**src/rtl/core/psff_pkg.sv**
```systemverilog
package psff_pkg;

   localparam int ID_W   = 32;
   localparam int TICK_W = 32;
   localparam int OP_W   = 2;

   typedef logic [OP_W-1:0] op_type;

   localparam op_type OP_ACCEPT   = 2'd0;
   localparam op_type OP_ACTIVATE = 2'd1;
   localparam op_type OP_RETIRE   = 2'd2;

   // Half of the serial number space; a gap at or above it counts as older.
   localparam logic [TICK_W-1:0] SERIAL_HALF = 32'h8000_0000;

   typedef struct packed {
      logic [ID_W-1:0]   peer;
      logic [TICK_W-1:0] tick;
      logic              has_tick;
      logic              retired;
   } entry_type;

   typedef struct packed {
      logic load;
      logic scan_read;
      logic commit;
   } cmd_type;

   typedef struct packed {
      logic scan_last;
   } status_type;

   function automatic logic tick_is_newer(input logic [TICK_W-1:0] fresh,
                                          input logic [TICK_W-1:0] old);
      logic [TICK_W-1:0] gap;
      gap = fresh - old;
      return (gap != '0) && (gap < SERIAL_HALF);
   endfunction

endpackage

```
**src/rtl/core/psff_ram.sv**
```systemverilog
module psff_ram #(
   parameter int WIDTH = 66,
   parameter int DEPTH = 16
) (
   input  logic                                 clock,
   input  logic                                 wr_en,
   input  logic [((DEPTH > 1) ? $clog2(DEPTH) : 1)-1:0] wr_addr,
   input  logic [WIDTH-1:0]                     wr_data,
   input  logic                                 rd_en,
   input  logic [((DEPTH > 1) ? $clog2(DEPTH) : 1)-1:0] rd_addr,
   output logic [WIDTH-1:0]                     rd_data
);

   logic [WIDTH-1:0] mem_ff [DEPTH];
   logic [WIDTH-1:0] rd_data_ff;

   always_ff @(posedge clock) begin
      if (wr_en) begin
         mem_ff[wr_addr] <= wr_data;
      end
      if (rd_en) begin
         rd_data_ff <= mem_ff[rd_addr];
      end
   end

   assign rd_data = rd_data_ff;

endmodule

```
**src/rtl/core/psff_ctrl.sv**
```systemverilog
module psff_ctrl (
   input  logic                   clock,
   input  logic                   reset,
   input  logic                   start,
   output logic                   busy,
   input  psff_pkg::status_type   status,
   output psff_pkg::cmd_type      cmd
);

   localparam logic [1:0] S_IDLE   = 2'd0;
   localparam logic [1:0] S_SCAN   = 2'd1;
   localparam logic [1:0] S_LAST   = 2'd2;
   localparam logic [1:0] S_COMMIT = 2'd3;

   logic [1:0] state_ff;
   logic [1:0] state_in;

   always_comb begin
      state_in      = state_ff;
      cmd           = '0;
      busy          = 1'b1;
      case (state_ff)
         S_IDLE: begin
            busy = 1'b0;
            if (start) begin
               cmd.load = 1'b1;
               state_in = S_SCAN;
            end
         end
         S_SCAN: begin
            cmd.scan_read = 1'b1;
            if (status.scan_last) begin
               state_in = S_LAST;
            end
         end
         S_LAST: begin
            state_in = S_COMMIT;
         end
         S_COMMIT: begin
            busy       = 1'b0;
            cmd.commit = 1'b1;
            if (start) begin
               cmd.load = 1'b1;
               state_in = S_SCAN;
            end else begin
               state_in = S_IDLE;
            end
         end
         default: begin
            state_in = S_IDLE;
         end
      endcase
   end

   always_ff @(posedge clock) begin
      if (reset) begin
         state_ff <= S_IDLE;
      end else begin
         state_ff <= state_in;
      end
   end

   a_commit_after_last: assert property (@(posedge clock) disable iff (reset)
      state_ff == S_COMMIT |-> $past(state_ff) == S_LAST)
      else $error("commit reached without draining the scan");

   a_start_enters_scan: assert property (@(posedge clock) disable iff (reset)
      (start && !busy) |=> state_ff == S_SCAN)
      else $error("accepted request did not start a scan");

   a_scan_holds: assert property (@(posedge clock) disable iff (reset)
      (state_ff == S_SCAN && !status.scan_last) |=> state_ff == S_SCAN)
      else $error("scan left before the last slot was read");

endmodule

```
**src/rtl/core/psff_datapath.sv**
```systemverilog
module psff_datapath #(
   parameter int PEER_SLOTS = 16
) (
   input  logic                             clock,
   input  logic                             reset,
   input  psff_pkg::cmd_type                cmd,
   output psff_pkg::status_type             status,
   input  logic [psff_pkg::OP_W-1:0]        req_op,
   input  logic [psff_pkg::ID_W-1:0]        req_peer_id,
   input  logic [psff_pkg::TICK_W-1:0]      req_server_tick,
   output logic                             rsp_valid,
   output logic                             rsp_accepted
);

   localparam int IW = (PEER_SLOTS > 1) ? $clog2(PEER_SLOTS) : 1;
   localparam int EW = $bits(psff_pkg::entry_type);
   localparam logic [IW-1:0] LAST_IDX = IW'(PEER_SLOTS - 1);

   // Captured request.
   psff_pkg::op_type              op_ff;
   logic [psff_pkg::ID_W-1:0]     id_ff;
   logic [psff_pkg::TICK_W-1:0]   tick_ff;

   // Scan control.
   logic [IW-1:0]                 cnt_ff;
   logic                          rd_valid_ff;
   logic [IW-1:0]                 rd_idx_ff;

   // Scan results.
   logic                          hit_ff;
   logic [IW-1:0]                 hit_idx_ff;
   psff_pkg::entry_type           hit_entry_ff;
   logic                          free_ff;
   logic [IW-1:0]                 free_idx_ff;

   // One valid bit per slot; a slot never written reads as empty.
   logic [PEER_SLOTS-1:0]         valid_ff;

   logic                          rsp_valid_ff;
   logic                          rsp_accepted_ff;

   logic [EW-1:0]                 rd_raw;
   psff_pkg::entry_type           rd_entry;
   logic                          rd_match;
   logic                          rd_free;

   logic                          wr_en;
   logic [IW-1:0]                 wr_addr;
   psff_pkg::entry_type           wr_entry;
   logic                          acc;

   psff_ram #(
      .WIDTH (EW),
      .DEPTH (PEER_SLOTS)
   ) u_ram (
      .clock   (clock),
      .wr_en   (wr_en),
      .wr_addr (wr_addr),
      .wr_data (wr_entry),
      .rd_en   (cmd.scan_read),
      .rd_addr (cnt_ff),
      .rd_data (rd_raw)
   );

   assign status.scan_last = (cnt_ff == LAST_IDX);

   always_comb begin
      rd_entry = valid_ff[rd_idx_ff] ? psff_pkg::entry_type'(rd_raw) : '0;
      rd_match = (rd_entry.peer == id_ff);
      rd_free  = (rd_entry.peer == '0) || rd_entry.retired;
   end

   // Decision and write-back for the scanned request.
   always_comb begin
      wr_en    = 1'b0;
      wr_addr  = hit_idx_ff;
      wr_entry = '{peer: id_ff, tick: '0, has_tick: 1'b0, retired: 1'b0};
      acc      = 1'b0;
      if (cmd.commit && id_ff != '0) begin
         case (op_ff)
            psff_pkg::OP_ACCEPT: begin
               if (hit_ff && !hit_entry_ff.retired &&
                   (!hit_entry_ff.has_tick ||
                    psff_pkg::tick_is_newer(tick_ff, hit_entry_ff.tick))) begin
                  wr_en             = 1'b1;
                  wr_entry.tick     = tick_ff;
                  wr_entry.has_tick = 1'b1;
                  acc               = 1'b1;
               end
            end
            psff_pkg::OP_ACTIVATE: begin
               if (hit_ff) begin
                  wr_en = hit_entry_ff.retired;
               end else if (free_ff) begin
                  wr_en   = 1'b1;
                  wr_addr = free_idx_ff;
               end
            end
            psff_pkg::OP_RETIRE: begin
               if (hit_ff) begin
                  wr_en             = 1'b1;
                  wr_entry.tick     = hit_entry_ff.tick;
                  wr_entry.has_tick = hit_entry_ff.has_tick;
                  wr_entry.retired  = 1'b1;
               end else if (free_ff) begin
                  wr_en            = 1'b1;
                  wr_addr          = free_idx_ff;
                  wr_entry.retired = 1'b1;
               end
            end
            default: begin
               wr_en = 1'b0;
            end
         endcase
      end
   end

   always_ff @(posedge clock) begin
      if (cmd.load) begin
         op_ff   <= req_op;
         id_ff   <= req_peer_id;
         tick_ff <= req_server_tick;
      end
      if (rd_valid_ff && !hit_ff && rd_match) begin
         hit_idx_ff   <= rd_idx_ff;
         hit_entry_ff <= rd_entry;
      end
      if (rd_valid_ff && !hit_ff && !rd_match && !free_ff && rd_free) begin
         free_idx_ff <= rd_idx_ff;
      end
      rd_idx_ff       <= cnt_ff;
      rsp_accepted_ff <= acc;
   end

   always_ff @(posedge clock) begin
      if (reset) begin
         cnt_ff       <= '0;
         rd_valid_ff  <= 1'b0;
         hit_ff       <= 1'b0;
         free_ff      <= 1'b0;
         valid_ff     <= '0;
         rsp_valid_ff <= 1'b0;
      end else begin
         rd_valid_ff  <= cmd.scan_read;
         rsp_valid_ff <= cmd.commit;
         if (cmd.load) begin
            cnt_ff <= '0;
         end else if (cmd.scan_read && !status.scan_last) begin
            cnt_ff <= cnt_ff + 1'b1;
         end
         if (cmd.load) begin
            hit_ff  <= 1'b0;
            free_ff <= 1'b0;
         end else if (rd_valid_ff && !hit_ff) begin
            if (rd_match) begin
               hit_ff <= 1'b1;
            end else if (rd_free) begin
               free_ff <= 1'b1;
            end
         end
         if (wr_en) begin
            valid_ff[wr_addr] <= 1'b1;
         end
      end
   end

   assign rsp_valid    = rsp_valid_ff;
   assign rsp_accepted = rsp_accepted_ff;

   a_commit_drained: assert property (@(posedge clock) disable iff (reset)
      cmd.commit |-> !rd_valid_ff)
      else $error("commit while a slot read is still in flight");

   a_accept_only_for_accept_op: assert property (@(posedge clock) disable iff (reset)
      (rsp_valid_ff && rsp_accepted_ff) |-> $past(op_ff) == psff_pkg::OP_ACCEPT)
      else $error("accepted flag raised for a non-accept operation");

   a_hit_is_stored: assert property (@(posedge clock) disable iff (reset)
      (hit_ff && id_ff != '0) |-> valid_ff[hit_idx_ff])
      else $error("nonzero peer matched a slot that was never written");

endmodule

```
**src/rtl/core/peer_sequence_freshness_filter.sv**
```systemverilog
// Channel   Ports                                           Handshake
// --------  ----------------------------------------------  ------------------------------
// request   req_op, req_peer_id, req_server_tick            taken when start && !busy
// response  rsp_accepted                                    rsp_valid strobe, one cycle
//
// Each request scans the whole peer table, one slot per cycle through the
// single read port of the slot memory, then decides and writes back once.
// The response strobe is registered from the commit step, and a new request
// can be taken no earlier than the commit step of the one before it.
// Reset clears a per-slot valid bit at once, so the table reads as empty
// right away; there is no clearing pass. The receiver cannot stall: every
// response is shown for exactly one cycle.
module peer_sequence_freshness_filter #(
   parameter int PEER_SLOTS = 16
) (
   input  logic                          clock,
   input  logic                          reset,
   input  logic                          start,
   output logic                          busy,
   input  logic [psff_pkg::OP_W-1:0]     req_op,
   input  logic [psff_pkg::ID_W-1:0]     req_peer_id,
   input  logic [psff_pkg::TICK_W-1:0]   req_server_tick,
   output logic                          rsp_valid,
   output logic                          rsp_accepted
);

   // Commands from the sequencer and scan status back to it.
   psff_pkg::cmd_type    cmd;
   psff_pkg::status_type status;

   // The sequencer walks idle, scan, last read and commit. Busy drops in the
   // commit cycle as well, so the next request overlaps the write-back.
   psff_ctrl u_ctrl (
      .clock  (clock),
      .reset  (reset),
      .start  (start),
      .busy   (busy),
      .status (status),
      .cmd    (cmd)
   );

   // The datapath holds the slot memory, the valid bits, the first-match and
   // first-free trackers and the serial number compare.
   psff_datapath #(
      .PEER_SLOTS (PEER_SLOTS)
   ) u_datapath (
      .clock           (clock),
      .reset           (reset),
      .cmd             (cmd),
      .status          (status),
      .req_op          (req_op),
      .req_peer_id     (req_peer_id),
      .req_server_tick (req_server_tick),
      .rsp_valid       (rsp_valid),
      .rsp_accepted    (rsp_accepted)
   );

endmodule

```
**config.mk**
```make
export PLATFORM = sky130hd
export DESIGN_NAME = peer_sequence_freshness_filter
export DESIGN_NICKNAME = d
export VERILOG_FILES = /design/src/rtl/core/psff_pkg.sv /design/src/rtl/core/psff_ram.sv /design/src/rtl/core/psff_ctrl.sv /design/src/rtl/core/psff_datapath.sv /design/src/rtl/core/peer_sequence_freshness_filter.sv
export SDC_FILE = /design/constraint.sdc
export NUM_CORES = 1
export LEC_CHECK = 0
export ABC_CLOCK_PERIOD_IN_PS = 13100
export BUFFER_PORTS_ARGS = -buffer_cell sky130_fd_sc_hd__buf_4
export CORE_MARGIN = 1.5
export CORE_UTILIZATION = 55
export DETAILED_ROUTE_END_ITERATION = 16
export PLACE_DENSITY = 0.73
export SLEW_MARGIN = 20
export SYNTH_ARGS = -nofsm -noshare
export SYNTH_HDL_FRONTEND = slang
export SYNTH_SLANG_ARGS = --single-unit
```
**constraint.sdc**
```tcl
create_clock -name clock -period 13.1 [get_ports clock]
set_clock_uncertainty 0.2 [all_clocks]
set_input_delay 1.31 -clock clock [delete_from_list [all_inputs] [get_ports clock]]
set_output_delay 1.31 -clock clock [all_outputs]
set_load 0.05 [all_outputs]
```
; ---- Word level (Yosys, flattened, before mapping)
; Memory sizes are Yosys's and may differ from the RTL's. A register that Yosys moved wholly into a read port is not among the register bits.
; Index checks and enable logic that the tools add are counted.
[classes]
n_addsub = 2
order_cmp = 4
reduce_logical = 31
eq_ne = 9
bitwise = 2
muxes = 31
[ops]
columns = op, count
row1 = $mux W33, 2
row2 = $mux W66, 1
row3 = $pmux W33 S2, 1
row4 = $reduce_bool A32 Y1, 2
row5 = $mux W34, 1
row6 = $eq A32 B32 Y1, 1
row7 = $logic_not A32 Y1, 1
row8 = $lt A32 B32 Y1 const B, 1
row9 = $sub A32 B32 Y32, 1
row10 = $mux W1, 16
row11 = $mux W4, 4
row12 = $or A16 B16 Y16, 1
row13 = $logic_and A1 B1 Y1, 11
row14 = $lt A4 B5 Y1 const B, 2
row15 = $pmux W2 S4, 1
row16 = $eq A2 B2 Y1 const B, 3
row17 = $logic_not A1 Y1, 6
row18 = $reduce_and A2 Y1, 3
row19 = $reduce_or A2 Y1, 3
row20 = $add A4 B1 Y4 const B, 1
row21 = $bmux W1 S4, 1
row22 = $demux W1 S4, 1
row23 = $eq A2 B1 Y1 const B, 2
row24 = $eq A4 B4 Y1 const B, 1
row25 = other kinds (9), 12
[totals]
elab_cells = 97
memories = 1
mem_bits_rw = 1056
in_bits = 69
out_inout_bits = 3
ff_bits = 139
[memory_table]
columns = memory, words, width, read_ports, rd_ports_with_merged_regs, write_ports, line
row1 = u_datapath.u_ram.mem_ff, 16, 66, 1, 1, 1, psff_ram.sv:14  ; logic [WIDTH-1:0] mem_ff [DEPTH];

; ---- Depth between registers and ports, before layout
; Gate-level depths: netlist of the first run.
[depth]
depth_word = 10
ltp_mapped = 14
depth_no_buf = 13

; ---- By module
; From an unflattened synthesis of the first run, not the netlist that was laid out.
[unflattened]
cells_unflattened = 2664
area_unflattened_um2 = 50831.3
[by_module_without_submodules]
columns = module, area_per_inst_um2, instances, seq_area_each_um2, cells_per_inst
row1 = psff_ram, 41461.0, 1, 33692.3, 1698
row2 = psff_datapath, 9200.1, 1, 3823.7, 947
row3 = psff_ctrl, 170.2, 1, 40.0, 19

; ---- Worst setup path after synthesis of the first run
; OpenSTA, ideal clock, no wires.
[synth_path]
path_kind = reg2reg
from = register u_datapath.tick_ff[18] (netlist name)
to = memory u_datapath.u_ram.mem_ff[10][0] (enable)
t_required_ns = 12.328
setup_time_ns = 0.572
slack_ns = 5.241
n_path_buf = 2
synth_period_minus_slack_ns = 7.859
arrival_time_ns = 7.088
path_stages_with_launch = 13
cell_sequence = edfxtp_1 -> ha_1 -> buf_2 -> a21oi_1 -> o21a_1 -> o221ai_1 -> a221oi_2 -> o21ai_0 -> a21oi_1 -> xnor2_2 -> o211ai_2 -> buf_2 -> nor3_1
[synth_via]
elab_chain_len = 10
word_cells_on_any_way = 11
cone_classes = add/sub (1) / order compare (1) / mux (5) / reduce/logical (4)
[synth_lines]
columns = item, line
row1 = "start, declared", psff_datapath.sv:22  ; logic [psff_pkg::TICK_W-1:0] tick_ff;
row2 = "start signal, assigned", psff_datapath.sv:122  ; tick_ff <= req_server_tick;
row3 = $sub A32 B32 Y32 *, psff_pkg.sv:36  ; gap = fresh - old;
row4 = $lt A32 B32 Y1 / $reduce_bool A32 Y1 (equally long branches), psff_pkg.sv:37  ; return (gap != '0) && (gap < SERIAL_HALF);
row5 = $logic_and A1 B1 Y1 *, psff_pkg.sv:37
row6 = $logic_or A1 B1 Y1 *, psff_datapath.sv:83  ; (!hit_entry_ff.has_tick ||
row7 = $logic_and A1 B1 Y1 *, psff_datapath.sv:82  ; if (hit_ff && !hit_entry_ff.retired &&
row8 = $mux W1 *, psff_datapath.sv:82
row9 = $pmux W1 S3 *, psff_datapath.sv:80  ; case (op_ff)
row10 = $mux W1 *, psff_datapath.sv:79  ; if (cmd.commit && id_ff != '0) begin
row11 = $mux W1 *, psff_ram.sv:18  ; if (wr_en) begin
row12 = $mux W1 (implied by the code) *, psff_ram.sv:19  ; mem_ff[wr_addr] <= wr_data;
row13 = "end, declared", psff_ram.sv:14
; Mark *: on every way between the ends. The rest lies on a longest branch, timed or not.

; ---- Final worst setup path of the first run
[layout_path]
from = register u_datapath.tick_ff[22] (netlist name)
to = memory u_datapath.u_ram.mem_ff[3][35] (enable)
; Same word-level chain as after synthesis.

==> impl_metrics.ini, run 1 <==
[cells_and_area]
layout_commonest_cell = edfxtp_1
antennaDiodeCount = 0
syn2layout_area_growth_pct = 12.67
multi_input_area_um2 = 12280
drive_gt1_frac = 0.2613
regArea_um2 = 37570
n_fill_cell = 5995
final_cell_mix = edfxtp_1 (1230), mux4_2 (334), buf_4 (154)
nets = 2737
fin_util = 0.6284

[timing]
relSlewSlack = 0.1728
period_needed_ps = 6425
worst_pin_slew_ps = 1241
setup_viol = 0
drv_slew = 0
grt_setup_unrepaired = false
max_freq_mhz = 155.6
worst_slack_ps = 6675
hold_violations = 0
tns_ps = 0
period_share = 0.4905

[floorplanning]
placementRows = 110
die_area_um2 = 93520
start_util = 0.5577
die_y_um = 305.8
core_area_um2 = 90420
top_level_ports = 72
fp.dieW_um = 305.8

[place]
dp_slack_ps = 6745
hpwl_um = 64220
port-buffer-count = 71
globalplace.congestion = 0.8786

[synth]
synth_ff_type = edfxtp_1
synth_edf_count = 1230
synth.distinct_cells = 75
yosys_register_bits = 1261
ys_warn_count = 0
async_flop_share = 0
synth_cells = 2474
synth_area_um2 = 50430
synth_area_per_cell_um2 = 20.38
synth_nets = 2584
seq_area_frac_synth = 0.7447

[setup_path]
cp_data_arrival_time_ps = 6560
endpoint_kind = register
rr_endpoint = u_datapath.u_ram.mem_ff[3][35]
timing.rr.start = u_datapath.tick_ff[22]
worstPathRequired_ps = 13230
path_max_fanout = 36
worstSetupStartpoint = u_datapath.tick_ff[22]
r2r_slack_ps = 6670
cp-start-kind = register
reg2reg_depth = 14
worstSetupPathType = register to register

[detailed_routing]
wl_um = 118500
ant_nets = 0
drc = 0
routedWlPerCell_um = 30.34
first_pass_iters = 5
drtIter0Drc = 3016
via_count = 25800
avgViaCountPerCell = 6.607

[clock_tree]
post_cts_buffers = 0
cts_resized = 0
root_buffer = clkbuf_16
postCtsHoldBufs = 0
cts_tree = done
clk_path_buf_depth = 3
numCtsBuffers = 120
clkTransAtPathRegs_ps = 70
clk-insertion-delay-late_ps = 720
cts.sinks = 1261
cts_max_level = 3

[global_routing]
track_usage = 0.2562
gr-total-overflow = 0
grt_max_degree = 149
grt_pass1_wl_um = 174600
antenna_found_initial = 1
grt_pass1_vias = 26420

[outcome]
status = finished clean

[worst_hold_path]
holdPathStages = 2
min-delay-path-class = register to register
min_from = u_datapath.valid_ff[2]
hold_end = u_datapath.valid_ff[2]

[power]
powerDensity_nw_per_um2 = 171.2
p_leak_nw = 19.05
ir_drop_mv = 0.1808

[run]
maxCapViolCount = 0
kinds of logic (layout without fill, tap and decap cells):
family                   Yosys count  in the layout  share of synthesized area
multiplexers                     342            342                     0.1508
XOR/XNOR                          32             32                   0.005707
AO/OA/AOI/OAI                    270            270                    0.03707
AND/OR/NAND/NOR                  344            344                    0.03682
adder cells (fa/ha/maj)           41             41                    0.01032
flip-flops                      1261           1261                     0.7447
buffers and inverters            184            439                    0.01456
layer usage:
layer / vias to the layer above / share of wire / GRT usage
met5: - / 0 / 0
met3: 221 / 0.075 / 0.03383
met4: 0 / 0.028 / 0.07486
met1: 13510 / 0.40 / 0.3643
li1: 10690 / - / -
met2: 1381 / 0.50 / 0.4213
critical path: stages, from the launching register on:
cell,delay [ps]
edfxtp_1,430
ha_1,480
a21oi_1,350
o21a_1,280
o221ai_1,170
a221oi_2,420
o21ai_0,240
a21oi_1,380
xnor2_4,150
buf_4,410
o211ai_2,140
buf_4,300
nor3_2,850
buf_4,510
buf_4,670
synth_stat cells, drive strengths merged (11+ instances only):
| cell | n | area (µm²) |
|---|---|---|
| dfxtp | 31 | 620.6 |
| o32ai | 14 | 122.6 |
| edfxtp | 1230 | 36940 |
| a32oi | 32 | 280.3 |
| nor3 | 25 | 125.1 |
| o21ai | 69 | 349.1 |
| a21o | 11 | 82.58 |
| a21oi | 41 | 209.0 |
| o41ai | 16 | 140.1 |
| clkbuf | 89 | 334.1 |
| nor4 | 18 | 112.6 |
| inv | 59 | 221.5 |
| nand3 | 52 | 265.3 |
| nand2 | 59 | 221.5 |
| ha | 40 | 500.5 |
| nand2b | 26 | 162.7 |
| nor2b | 37 | 231.5 |
| mux4 | 334 | 7522 |
| xnor2 | 24 | 217.7 |
| nor4bb | 14 | 140.1 |
| nor2 | 62 | 232.7 |
| a31oi | 17 | 106.4 |
| buf | 34 | 161.4 |
| nand4 | 21 | 131.4 |
state kept, by name (all words and copies together) (netlist names):
| register | cells |
|---|---|
| u_datapath.u_ram.rd_data | 66 |
| u_datapath.rsp_valid | 1 |
| u_datapath.hit_entry_ff | 34 |
| u_datapath.rd_valid_ff | 1 |
| u_datapath.hit_idx_ff | 4 |
| u_datapath.op_ff | 2 |
| u_ctrl.state_ff | 2 |
| u_datapath.valid_ff | 16 |
| u_datapath.rsp_accepted | 1 |
| u_datapath.free_idx_ff | 4 |
| u_datapath.tick_ff | 32 |
| u_datapath.cnt_ff | 4 |
| u_datapath.rd_idx_ff | 4 |
| u_datapath.free_ff | 1 |
| u_datapath.id_ff | 32 |
| u_datapath.hit_ff | 1 |
| u_datapath.u_ram.mem_ff | 1056 |
stage by stage:
| step | cell area [µm²] | instances | total power, mW | hold slack, ps |
|---|---|---|---|---|
| global route | 56820 | 3905 | 10.05 | 279.3 |
| finish | 56820 | 3905 | 9.730 | 267.5 |
| CTS | 56810 | 3905 | 9.783 | 265.0 |
| global placement | 52730 | 3681 | 6.244 | 236.0 |
| floorplan | 50430 | 2474 | 5.854 | 129.0 |
| detailed placement | 52730 | 3681 | 6.271 | 246.8 |
report_power, final:
part | switching, mW | total (mW) | leakage, nW | internal, mW
clock network | 1.51 | 3.54 | 1.94 | 2.03
registers | 0.289 | 5.01 | 12.8 | 4.72
logic | 0.655 | 1.18 | 4.32 | 0.524
total | 2.45 | 9.73 | 19.1 | 7.28
worst max-delay path by stage:
| stage | cells after the start | slack, ps | endpoint |
|---|---|---|---|
| final | 14 | 6670 | u_datapath.u_ram.mem_ff[3][35] |
| after global routing | 14 | 6350 | u_datapath.u_ram.mem_ff[3][35] |
| after CTS | 14 | 6710 | u_datapath.u_ram.mem_ff[3][37] |
| after detailed placement | 14 | 6750 | u_datapath.u_ram.mem_ff[3][39] |
| after global placement | 14 | 6810 | u_datapath.u_ram.mem_ff[3][41] |
| after floorplan | 12 | 5240 | u_datapath.u_ram.mem_ff[10][0] |
cell type report:
type	instances	share of cell area
multi-input combinational	1029	0.2162
clock buffer	141	0.05499
timing repair buffer	156	0.02105
sequential	1261	0.6612
clock inverter	83	0.01674
tap	1176	0.02590
inverter	59	0.003898
Note: power is estimated with default switching activity, not from simulation.
==> run 2: changes to the inputs <==
--- a/config.mk
+++ b/config.mk
@@ -5,12 +5,13 @@
 export SDC_FILE = /design/constraint.sdc
 export NUM_CORES = 1
 export LEC_CHECK = 0
-export ABC_CLOCK_PERIOD_IN_PS = 13100
+export ABC_AREA = 1
+export ABC_CLOCK_PERIOD_IN_PS = 5310
 export BUFFER_PORTS_ARGS = -buffer_cell sky130_fd_sc_hd__buf_4
 export CORE_MARGIN = 1.5
 export CORE_UTILIZATION = 55
 export DETAILED_ROUTE_END_ITERATION = 16
-export PLACE_DENSITY = 0.73
+export PLACE_DENSITY = 0.76
 export SLEW_MARGIN = 20
 export SYNTH_ARGS = -nofsm -noshare
 export SYNTH_HDL_FRONTEND = slang
==> constraint.sdc (replaced) <==
create_clock -name clock -period 5.31 [get_ports clock]
set_clock_uncertainty 0.2 [all_clocks]
set_input_delay 0.531 -clock clock [delete_from_list [all_inputs] [get_ports clock]]
set_output_delay 0.531 -clock clock [all_outputs]
set_load 0.05 [all_outputs]
==> impl_metrics.ini, run 2 <==
[cells_and_area]
fin_util = 0.6312
nets = 4345
largest_reg_flops = 1056
layout_commonest_cell = edfxtp_1
n_fill_cell = 6759
top_register = u_datapath.u_ram.mem_ff
final_cell_mix = edfxtp_1 (1230), nor2_1 (695), nand2_1 (507)
drive_gt1_frac = 0.1009
syn2layout_area_growth_pct = 13.68

[timing]
hold_violations = 0
period_share = 0.8851
setup_viol = 0
grt_setup_unrepaired = false
relSlewSlack = 0.2618
max_freq_mhz = 212.8
drv_slew = 0
worst_pin_slew_ps = 1107
worst_slack_ps = 610.2
period_needed_ps = 4700
tns_ps = 0

[synth]
synth_edf_count = 1230
seq_area_frac_synth = 0.7237
ys_warn_count = 0
synth_area_per_cell_um2 = 12.70
synth_area_leader_cell = edfxtp_1
synth.distinct_cells = 49
synth_area_leaders = edfxtp_1 (71%), nor2_1 (5.0%), nand2_1 (3.7%)
async_flop_share = 0
synth_top_area_frac = 0.7117
synth_xor_area_frac = 0.005569
synth_top_family_by_area = simple AND/OR/NAND/NOR gates
synth_nets = 4196
yosysMostFrequentCell = edfxtp_1
synth_area_um2 = 51900
synth_compound_area_frac = 0.08636
synth_cells = 4086
synth_ff_type = edfxtp_1
synthAdderAreaFrac = 0.01003
yosys_register_bits = 1261
muxShareOfSynthArea = 0.02122
synthTopCellsByCount = edfxtp_1 (1230), nor2_1 (697), nand2_1 (508)
yosys.area_share.simple = 0.1158

[setup_path]
worstSetupPathType = register to register
cp_data_arrival_time_ps = 4910
cp-start-kind = register
r2r_slack_ps = 610
worstPathRequired_ps = 5520
path_max_fanout = 33
endpoint_kind = register

[power]
combPwrFrac = 0.129
power.total_mw = 23.25
swShare = 0.2644
powerDensity_nw_per_um2 = 394.1
ir_drop_mv = 0.3538
p_seq_frac = 0.505
p_leak_nw = 18.60
intPower_mw = 17.10
p_switching_mw = 6.149
clock_power_share = 0.366

[clock_tree]
cts_resized = 0
cts_tree = done
cts_max_level = 3
clkTransAtPathRegs_ps = 60
cts.sinks = 1261
numCtsBuffers = 120
clk-insertion-delay-late_ps = 720
root_buffer = clkbuf_16
clk_path_buf_depth = 3

[global_routing]
gr-total-overflow = 0
grt_max_degree = 153
grt_pass1_vias = 32550
antenna_found_initial = 1
grt_pass1_wl_um = 195500
track_usage = 0.2706

[floorplanning]
fp.dieW_um = 310.2
die_y_um = 310.2
top_level_ports = 72
core_area_um2 = 93470
placementRows = 112
die_area_um2 = 96210
start_util = 0.5552

[outcome]
status = finished clean

[run]
maxCapViolCount = 0

[worst_hold_path]
min-delay-path-class = input port to register

[detailed_routing]
ant_nets = 0
first_pass_iters = 6
routedWlPerCell_um = 23.45
drtIter0Drc = 4944
via_count = 33800
avgViaCountPerCell = 6.048
wl_um = 131000
drc = 0

[place]
dp_slack_ps = 675.0
port-buffer-count = 71
globalplace.congestion = 0.9314
hpwl_um = 78000
## run 2: final timing paths
check / startpoint / to / cells after the start
worst max-delay path: u_datapath.id_ff[4] / u_datapath.u_ram.mem_ff[7][45] / 13
worst min-delay path: start / u_ctrl.state_ff[0] / 5
worst max register to register: u_datapath.id_ff[4] / u_datapath.u_ram.mem_ff[7][45] / 13
worst min register to register: u_datapath.cnt_ff[3] / u_datapath.rd_idx_ff[3] / 0
## run 2: through the flow
stage               std cells  hold slack, ps  instance area (µm²)
floorplan                4086           151.0                51900
global placement         5300           190.9                54410
detailed placement       5300           192.1                54410
CTS                      5587           55.94                58990
global route             5587           131.9                58990
finish                   5588           92.68                59000
## run 2: logic make-up after synthesis
family	after synthesis
buffers and inverters	502
multiplexers	110
flip-flops	1261
AND/OR/NAND/NOR	1470
AO/OA/AOI/OAI	669
XOR/XNOR	33
adder cells (fa/ha/maj)	41
## run 2: area by class of cell
class                           instances  area (µm²)  share of cell area
Antenna cell                            1       2.502          0.00004242
Clock buffer                          138        3092             0.05241
Clock inverter                         82       824.5             0.01398
Inverter                              274        1080             0.01830
Multi-Input combinational cell       2323       12470              0.2113
Sequential cell                      1261       37570              0.6368
Tap cell                             1254        1569             0.02660
Timing Repair Buffer                  255        2395             0.04059
## run 2: routing by layer
metal / part of all wire / global-route usage
met1: 0.41 / 0.3880
met2: 0.47 / 0.4302
met3: 0.092 / 0.04400
met4: 0.026 / 0.08043
met5: 0 / 0
## run 2: power groups by stage
stage	Sequential, mW	Combinational, mW	Clock [mW]
after global placement	11.9	2.90	0
final	11.7	3.01	8.51
after detailed placement	11.9	2.93	0
after global routing	11.8	3.27	8.93
after CTS	11.7	2.99	8.56
after floorplan	11.9	1.94	0
## run 2: repair_timing
action	4_1_cts	5_1_grt
buffers inserted	0	0
hold buffers	67	0
endpoints found under the hold margin	83	0
## run 2: critical path, stage by stage (launching register included)
cell      delay, ps
edfxtp_1        360
buf_4           220
nor4_1          810
nand4_1         340
or2_1           410
nand2_2         190
inv_1           200
o21ai_2         210
inv_1            70
or2_2           310
nor2_1          130
nand3_2         130
inv_4           440
buf_12          270
